<file path="config.mk">
export PLATFORM = sky130hd
export DESIGN_NAME = subq_frame_lock_counter
export DESIGN_NICKNAME = d
export VERILOG_FILES = /design/src/hw/rtl/subqflc_pkg.sv /design/src/hw/rtl/subqflc_step.sv /design/src/hw/rtl/subq_frame_lock_counter.sv
export SDC_FILE = /design/constraint.sdc
export NUM_CORES = 1
export LEC_CHECK = 0
export BUFFER_PORTS_ARGS = -buffer_cell sky130_fd_sc_hd__buf_2
export CORE_MARGIN = 2
export CORE_UTILIZATION = 48
export CTS_CLUSTER_DIAMETER = 100
export DETAILED_ROUTE_END_ITERATION = 16
export GPL_TIMING_DRIVEN = 0
export PLACE_DENSITY = 0.87
export SKIP_CTS_REPAIR_TIMING = 1
export SLEW_MARGIN = 10
export SYNTH_ARGS = -nofsm -noshare
export SYNTH_HDL_FRONTEND = slang
export SYNTH_SLANG_ARGS = --single-unit
</file>
<file path="constraint.sdc">
create_clock -name clk -period 6.5 [get_ports clk]
set_input_delay 1.3 -clock clk [delete_from_list [all_inputs] [get_ports clk]]
set_output_delay 1.3 -clock clk [all_outputs]
set_load 0.01 [all_outputs]
</file>
<file path="src/hw/rtl/subqflc_pkg.sv">
`default_nettype none

package subqflc_pkg;

  typedef struct packed {
    logic [31:0] frame_word_a;
    logic [31:0] frame_word_b;
    logic [31:0] frame_word_c;
  } in_t;

  typedef struct packed {
    logic [5:0] lock_count;
    logic       inject_request;
    logic [1:0] frame_status;
  } out_t;

  typedef struct packed {
    logic [5:0] lock_trigger;
    logic [3:0] reload_gap;
    logic       vcd_exclusion;
  } cfg_t;

  // frame_status codes
  localparam logic [1:0] STATUS_EMPTY    = 2'd0;
  localparam logic [1:0] STATUS_REJECTED = 2'd1;
  localparam logic [1:0] STATUS_FILTERED = 2'd2;

  // register indexes on the configuration port
  localparam logic [1:0] REG_LOCK_TRIGGER  = 2'd0;
  localparam logic [1:0] REG_RELOAD_GAP    = 2'd1;
  localparam logic [1:0] REG_VCD_EXCLUSION = 2'd2;

  localparam logic [5:0] LOCK_TRIGGER_RST = 6'd20;
  localparam logic [3:0] RELOAD_GAP_RST   = 4'd6;

  localparam logic [5:0] COUNT_MAX     = 6'd63;
  localparam logic [3:0] ADR_MODE1     = 4'h1;
  localparam logic [7:0] CTRL_ADR_ONE  = 8'h01;
  localparam logic [7:0] TRACK_LIMIT   = 8'd100;
  localparam logic [7:0] INDEX_TOC_MIN = 8'hA0;
  localparam logic [7:0] INDEX_ONE     = 8'h01;
  localparam logic [7:0] TOP_VCD       = 8'h02;
  localparam logic [7:0] WRAP_OFFSET   = 8'h03;
  localparam logic [7:0] WRAP_MIN      = 8'hF5;

endpackage

`default_nettype wire

</file>
<file path="src/hw/rtl/subqflc_step.sv">
`default_nettype none

module subqflc_step (
  input  var subqflc_pkg::in_t  frame,
  input  var logic [5:0]        count,
  input  var subqflc_pkg::cfg_t cfg,
  output subqflc_pkg::out_t     result
);

  logic [31:0] a;
  logic [31:0] b;
  logic        empty;
  logic        reject;
  logic        data;
  logic [7:0]  idx;
  logic [7:0]  top;
  logic [7:0]  top_wrap;
  logic        masks_on;
  logic        inc_toc;
  logic        inc_wrap;
  logic        inc_hold;
  logic [5:0]  cnt_bump;
  logic [5:0]  cnt_filt;
  logic [5:0]  cnt_step;
  logic [1:0]  status;
  logic        inject;
  logic [5:0]  reload;

  assign a        = frame.frame_word_a;
  assign b        = frame.frame_word_b;
  assign empty    = ((a | b | frame.frame_word_c) == 32'd0);
  assign reject   = (a[3:0] != subqflc_pkg::ADR_MODE1) ||
                    (a[15:8] >= subqflc_pkg::TRACK_LIMIT);

  // data/TOC mask: bit 7 clear, bit 6 set, bit 4 clear
  assign data     = !a[7] && a[6] && !a[4];
  assign idx      = a[23:16];
  assign top      = a[31:24];
  assign top_wrap = top - subqflc_pkg::WRAP_OFFSET;
  assign masks_on = (a[15:8] == 8'd0) && (b[23:16] == 8'd0);

  assign inc_toc  = data && (idx >= subqflc_pkg::INDEX_TOC_MIN) &&
                    !(cfg.vcd_exclusion && (top == subqflc_pkg::TOP_VCD));
  assign inc_wrap = data && (idx == subqflc_pkg::INDEX_ONE) &&
                    (top_wrap >= subqflc_pkg::WRAP_MIN);
  assign inc_hold = (count != 6'd0) &&
                    ((a[7:0] == subqflc_pkg::CTRL_ADR_ONE) || data);

  assign cnt_bump = (count < subqflc_pkg::COUNT_MAX) ? count + 6'd1 : subqflc_pkg::COUNT_MAX;

  always_comb begin
    if (masks_on && (inc_toc || inc_wrap || inc_hold)) begin
      cnt_filt = cnt_bump;
    end else if (count != 6'd0) begin
      cnt_filt = count - 6'd1;
    end else begin
      cnt_filt = 6'd0;
    end
  end

  always_comb begin
    if (empty) begin
      cnt_step = count;
      status   = subqflc_pkg::STATUS_EMPTY;
    end else if (reject) begin
      cnt_step = count;
      status   = subqflc_pkg::STATUS_REJECTED;
    end else begin
      cnt_step = cnt_filt;
      status   = subqflc_pkg::STATUS_FILTERED;
    end
  end

  // trigger test runs on every frame, whatever its status
  assign inject = (cnt_step != 6'd0) && (cnt_step >= cfg.lock_trigger);
  assign reload = (cfg.lock_trigger > {2'b00, cfg.reload_gap}) ?
                  cfg.lock_trigger - {2'b00, cfg.reload_gap} : 6'd0;

  assign result = {(inject ? reload : cnt_step), inject, status};

endmodule

`default_nettype wire

</file>
<file path="src/hw/rtl/subq_frame_lock_counter.sv">
`default_nettype none

// Channel   Direction  Handshake           Payload
// in_       input      in_valid/in_stall   subqflc_pkg::in_t  (three frame words)
// out_      output     out_valid/out_stall subqflc_pkg::out_t (count, request, status)
// cfg_      input      cfg_valid/cfg_ready cfg_index (2 bits), cfg_data (6 bits)
//
// One frame per cycle sustained while out_stall is low; a frame passes the input
// register, then the counter step into the result register, before out_valid.
// The lock counter updates in the same cycle the frame moves into the result
// register, so back-to-back frames see each other's count.
// Synchronous active-low reset clears valids and the counter and loads the
// configuration defaults.
// A stalled output holds the result; the input stage then fills and stalls.

module subq_frame_lock_counter (
  input  var logic              clk,
  input  var logic              rst_n,
  input  var logic              in_valid,
  output logic                  in_stall,
  input  var subqflc_pkg::in_t  in_data,
  output logic                  out_valid,
  input  var logic              out_stall,
  output subqflc_pkg::out_t     out_data,
  input  var logic              cfg_valid,
  output logic                  cfg_ready,
  input  var logic [1:0]        cfg_index,
  input  var logic [5:0]        cfg_data
);

  subqflc_pkg::cfg_t cfg_r;
  subqflc_pkg::in_t  frame_r;
  logic              frame_vld_r;
  logic [5:0]        lock_counter_r;
  subqflc_pkg::out_t out_data_r;
  logic              out_vld_r;
  subqflc_pkg::out_t step_res;
  logic              out_adv;
  logic              frame_mv;
  logic              in_xfer;

  assign out_adv   = !out_vld_r || !out_stall;
  assign frame_mv  = frame_vld_r && out_adv;
  assign in_stall  = frame_vld_r && !out_adv;
  assign in_xfer   = in_valid && !in_stall;
  assign cfg_ready = 1'b1;

  assign out_valid = out_vld_r;
  assign out_data  = out_data_r;

  subqflc_step u_step (
    .frame  (frame_r),
    .count  (lock_counter_r),
    .cfg    (cfg_r),
    .result (step_res)
  );

  always_ff @(posedge clk) begin
    if (!rst_n) begin
      cfg_r.lock_trigger  <= subqflc_pkg::LOCK_TRIGGER_RST;
      cfg_r.reload_gap    <= subqflc_pkg::RELOAD_GAP_RST;
      cfg_r.vcd_exclusion <= 1'b0;
    end else if (cfg_valid && cfg_ready) begin
      case (cfg_index)
        subqflc_pkg::REG_LOCK_TRIGGER:  cfg_r.lock_trigger  <= cfg_data;
        subqflc_pkg::REG_RELOAD_GAP:    cfg_r.reload_gap    <= cfg_data[3:0];
        subqflc_pkg::REG_VCD_EXCLUSION: cfg_r.vcd_exclusion <= cfg_data[0];
        default: ;
      endcase
    end
  end

  always_ff @(posedge clk) begin
    if (!rst_n) begin
      frame_vld_r <= 1'b0;
    end else if (in_xfer) begin
      frame_vld_r <= 1'b1;
    end else if (frame_mv) begin
      frame_vld_r <= 1'b0;
    end
  end

  always_ff @(posedge clk) begin
    if (in_xfer) begin
      frame_r <= in_data;
    end
  end

  always_ff @(posedge clk) begin
    if (!rst_n) begin
      lock_counter_r <= 6'd0;
      out_vld_r      <= 1'b0;
    end else begin
      if (frame_mv) begin
        lock_counter_r <= step_res.lock_count;
      end
      if (out_adv) begin
        out_vld_r <= frame_mv;
      end
    end
  end

  always_ff @(posedge clk) begin
    if (frame_mv) begin
      out_data_r <= step_res;
    end
  end

endmodule

`default_nettype wire

</file>
**Word level (Yosys, flattened, before mapping)**

Index checks and enable logic that the tools add are counted.
W data, S select, Z words.

- Bits in read-only memories: 0
- Word-level logic and storage cells: 76
- Latch bits: 0
- Output and inout bits: 12
- Memories: 0
- Input bits: 109
- Flip-flop bits (word level): 124
- RAM bits: 0

- Multiplexer cells: 10
- Multiply operators: 0
- Eq/ne operators: 6
- Reduce and logical (&&, ||, !) cells: 36
- $lt $le $gt $ge: 6
- Bitwise gates (word level): 2
- Divide/modulo/power cells: 0
- Shifts and indexed selects: 0
- Add/sub/neg operators: 4

Operators by type and width:

| cell | number |
|---|---|
| $or A32 B32 Y32 | 2 |
| $mux W6 | 7 |
| $logic_not A32 Y1 | 1 |
| $eq A8 B1 Y1 const B | 2 |
| $ge A8 B8 Y1 const B | 2 |
| $logic_not A8 Y1 | 2 |
| $logic_and A1 B1 Y1 | 14 |
| $reduce_bool A6 Y1 | 2 |
| $eq A8 B2 Y1 const B | 1 |
| $ge A8 B7 Y1 const B | 1 |
| $sub A8 B2 Y8 const B | 1 |
| $logic_not A1 Y1 | 7 |
| $add A6 B1 Y6 const B | 1 |
| $ge A6 B6 Y1 | 1 |
| $gt A6 B4 Y1 | 1 |
| $lt A6 B6 Y1 const B | 1 |
| $reduce_and A2 Y1 | 3 |
| $sub A6 B1 Y6 const B | 1 |
| $sub A6 B4 Y6 | 1 |
| $logic_or A1 B1 Y1 | 5 |
| $ne A4 B1 Y1 const B | 1 |
| $eq A2 B1 Y1 const B | 1 |
| $eq A2 B2 Y1 const B | 1 |
| $logic_not A2 Y1 | 1 |
| other kinds (3) | 4 |

**Depth between registers and ports, before layout**

- Depth after elaboration: 14
- Gate-level depth with buffers: 17
- Mapped depth without buffers: 16

**Cells and area by module**

A second synthesis with hierarchy kept.

- Cell total of the unflattened synthesis: 368
- Area total of the unflattened synthesis: 5157.4 um2

Modules (own cells, without submodules):

| module | instances | area each (um2) | seq. area each (um2) | cells each |
|---|---|---|---|---|
| subq_frame_lock_counter | 1 | 3936.3 | 3533.4 | 186 |
| subqflc_step | 1 | 1221.2 | 0.0 | 182 |

**Worst setup path after synthesis**

No wires, ideal clock.

- Path type: input -> register
- From: in out_stall
- To: reg frame_r[0] in the netlist's numbering, enable pin
- Setup time: 0.562 ns
- Cell stages on the path: 2
- Required time: 5.938 ns
- Slack: 0.152 ns
- Data arrival time: 5.786 ns
- Buffers on the path: 0
- Path through: and3_1 > nor2b_1

- Longest elaborated chain between the ends: 6

Ends and longest elaborated chain:

| item | line | source |
|---|---|---|
| start, declared | subq_frame_lock_counter.sv:23 | `input var logic out_stall,` |
| $logic_not A1 Y1 | subq_frame_lock_counter.sv:42 | `assign out_adv = !out_vld_r \|\| !out_stall;` |
| $logic_or A1 B1 Y1 | subq_frame_lock_counter.sv:42 |  |
| $logic_not A1 Y1 | subq_frame_lock_counter.sv:44 | `assign in_stall = frame_vld_r && !out_adv;` |
| $logic_and A1 B1 Y1 | subq_frame_lock_counter.sv:44 |  |
| $logic_not A1 Y1 | subq_frame_lock_counter.sv:45 | `assign in_xfer = in_valid && !in_stall;` |
| $logic_and A1 B1 Y1 | subq_frame_lock_counter.sv:45 |  |
| named net in_xfer | subq_frame_lock_counter.sv:40 | `logic in_xfer;` |
| end signal, assigned | subq_frame_lock_counter.sv:85 | `frame_r <= in_data;` |
| end, declared | subq_frame_lock_counter.sv:32 | `subqflc_pkg::in_t frame_r;` |

The timed path passes the listed nets, and every way through them passes these cells.
A chain may end at the register's enable or synchronous reset.

==> results summary <==
Entering global routing, the biggest net connects 36 pins. For this run, the top clock speed supported by timing is 0.228 GHz. The clock-pin slew on the worst setup and hold paths came out at 0.06 ns. The area of the core region is 10300 sq um.

Using the TritonRoute via totals, the vias-per-cell ratio works out to roughly 5.4. The number of diodes came out at 0. The final-report max-slew violation count is 0. At the later pin of the worst-skew pair, clock insertion delay measures 0.52 ns. The post-DP HPWL is around 7800 um. The completed layout was analyzed and its total power is 0.00195 W. The predominant post-synthesis flop cell is edfxtp_1.

The layout has ~770 filler cells. The via count of the first global-routing pass is ~3600. After detailed routing, the number of remaining DRC violations is 0. The top fanout value on the critical path came out at 10. The aggregate global-route resource usage is 20.2%. The flow ran to the end, and the final reports show no timing, DRC or antenna violations. The die width is about 110 um. The final period demand of the worst path came out at 4.38 ns. The number of endpoints with negative hold slack in the final report came to 0. The async set-or-reset flop fraction in the synthesized netlist came out at 0%. The final wirelength is 10700 um.

The most instantiated library cell after synthesis is edfxtp_1. The vertical extent of the die came out at 107 um. After synthesis, the largest area contributor takes up 62.4% of total cell area. The area occupied by multi-input gates is ~1400 sq um. The tree is rooted in a clkbuf_8. The area overhead of the layout relative to synthesis came out at 27.7%.

Of the total power, the share spent switching nets is 23.5%. The internal portion of total power is 0.00149 W. Across the run, the number of max-cap violations was 0.

The count of TritonRoute iterations in the first routing pass came out at 4. For this design the ratio of total power to cell area is approximately 300 nW/um^2. After the last flow step, the layout net total stands at 626. The final setup TNS came out at 0 ns. The slew at the pin closest to its max-slew limit is 0.856 ns. The utilization of the core after routing is 62.8%. The summed instance area of the synthesized netlist came out at 5060 sq um. The post-synthesis instance total is 363. The vias after detailed routing came out at between 3000 and 4000. The post-route fraction of the period consumed by the critical path is between 60% and 70%.

VDD sags by at most 0.213 mV. The average size of a mapped cell is 13.9 sq um. The number of levels in the clock H-tree came out at 4. The iteration-0 DRC count of the detailed router came out at 263. The global route total overflow is 0.

The total nets after synthesis came out at between 400 and 500. With fillers left out, the area of the finished cells amounts to 6460 sq um. Sequential cells were found to cover a little over two thirds of the synthesized design area. Pin placement for this block handled 121 I/O pins. Input and output buffers added on the ports amount to 118. CTS saw ~120 sinks. In the final layout, flip-flops and latches occupy 3530 sq um. After detailed placement, the total cell area comes to 5900 sq um.

The category of the worst setup path capture point is a register. The site row count is 37. The net switching power figure came out at 0.000457 W. In the synthesized netlist, the cells that appear most often are 105 x edfxtp_1, 23 x nor2_1, 22 x nor4_1. Routability-driven placement finished with a final weighted congestion of just under 0.9. The portion of total power attributed to sequential cells is 47.7%.

Per report_power, the combinational group accounts for 6.7% of the total. After detailed routing, the average wire length per cell comes to 16.4 um. The number of different library cells in the post-synthesis netlist is 54. Yosys attributes the largest share of cell area to edfxtp_1 62%, dfxtp_1 7.5%, ha_1 3.2%, nor4_1 2.7%, nor2_1 1.7%. The clock buffer count from CTS is 17. Between clock sinks in the finished design, the worst skew comes to slightly above 0.009 ns.

In the final layout, the share of cells above drive strength 1 is 31.2%. The die covers 11400 sq um. Setup repair after global routing left no endpoint under its margin.

The worst setup timing slack at the placement stage came out at 2.21 ns. The initial antenna violation count was 0. The worst setup path is of the reg -> reg kind. The initial utilization of the core area, before any placement, comes to between 40% and 50%. The part of the power in the clock network is 45.6%. Setup violations remaining at the end of the flow were counted as 0.

The number of synthesized flops with an enable pin is 105. The maximum count of clock buffers along a single path is 2. In this run the worst hold path is classified as reg -> reg. The global-route wire length before repair came out at 17100 um. The leakage component of the power is 2.53 nW.

In the post-route analysis, the smallest setup slack over all paths is around 2.1 ns. TritonCTS built the clock tree. The arrival time at the worst endpoint is 4.64 ns. The worst slew margin relative to its limit came out at 42.6%. After synthesis the netlist holds a flip-flop and latch count of between 100 and 150.

The cell type with the largest total area after synthesis is edfxtp_1. The Yosys warning count is 0. The required arrival time at the worst endpoint came out at 6.76 ns.

The worst setup path is launched from a register. The detail route stage leaves a number of antenna-violating nets equal to 0.
-- metrics by stage --
stage	hold WS, ns	std cells
finish	0.527	652
global placement	0.480	617
floorplan	0.466	363
CTS	0.536	652
global route	0.563	652
detailed placement	0.524	620
-- layer usage --
metal | part of all wire (%) | GRT usage (%) | up-vias
met5 | 0 | 0 | -
li1 | - | - | 1705
met4 | 2.2 | 10.1 | 0
met3 | 7.6 | 6.14 | 20
met1 | 39 | 23.2 | 1658
met2 | 52 | 34.3 | 157
-- final cells by class --
class,instances,share of cell area [%]
flip-flops and latches,124,54.7
clock inverters,15,2.31
repair buffers,121,10.2
multi-input cells,212,22.1
plain buffers,9,0.581
clock buffers,17,6.41
well taps,136,2.63
inverters,18,1.05
-- placed cells by master (no fill, tap or decap), types with 8 or more instances in the layout --
| cell type | synthesis | final |
|---|---|---|
| dfxtp_1 | 19 | 19 |
| inv_6 | 0 | 9 |
| inv_1 | 18 | 18 |
| a21oi_1 | 16 | 16 |
| clkbuf_1 | 8 | 8 |
| ha_1 | 13 | 13 |
| nor2b_1 | 9 | 8 |
| o21ai_0 | 9 | 9 |
| buf_2 | 0 | 118 |
| nor4_1 | 22 | 22 |
| nand2_1 | 21 | 21 |
| clkbuf_16 | 0 | 16 |
| edfxtp_1 | 105 | 105 |
| nor3_1 | 9 | 9 |
| nor2_1 | 23 | 23 |
-- final timing paths --
kind,start,endpoint,slack [ns],depth (start not counted)
worst min-delay path,frame_vld_r,out_valid,0.53,2
worst min register to register,frame_vld_r,out_valid,0.53,2
worst max register to register,lock_counter_r[0],out_data[5],2.12,17
worst max-delay path,lock_counter_r[0],out_data[5],2.12,17
-- power groups by stage --
stage	clock network, W	registers [W]	logic [W]
floorplan	0	0.000944	0.0000682
finish	0.000888	0.000928	0.000131
global route	0.000940	0.000932	0.000145
global placement	0	0.000947	0.000119
detailed placement	0	0.000944	0.000130
CTS	0.000905	0.000928	0.000131
-- flip-flops by register name, indices dropped and copies added, names as in the netlist --
signal and count:
out_data 9, out_valid 1, lock_counter_r 6, cfg_r 11, frame_r 96, frame_vld_r 1
-- cell families (layout without fill, tap and decap cells) --
| logic type | Yosys count | in the layout | share of synthesized area [%] |
|---|---|---|---|
| buffers and inverters | 27 | 180 | 2.08 |
| muxes | 5 | 5 | 0.990 |
| AOI/OAI and AO/OA | 72 | 72 | 10.3 |
| xor gates and xnor gates | 3 | 3 | 0.520 |
| other | 1 | 1 | 0.0742 |
| and+or+nand+nor | 117 | 117 | 12.5 |
| DFF | 124 | 124 | 69.9 |
| adders and majority gates | 14 | 14 | 3.61 |
-- critical path: stages (launching register included) --
cell      delay (ns)
dfxtp_1         0.46
inv_1           0.14
ha_1            0.24
nand2b_1        0.18
o211ai_1        0.19
a211oi_4        0.50
a311oi_1        0.15
a221o_1         0.34
ha_1            0.31
nand2b_1        0.15
a21o_1          0.18
a21o_1          0.17
a21oi_1         0.20
o21a_1          0.18
clkbuf_1        0.33
nor3_1          0.11
a21oi_1         0.23
nor2_1          0.07
No activity file was read; power rests on OpenSTA's default activity.
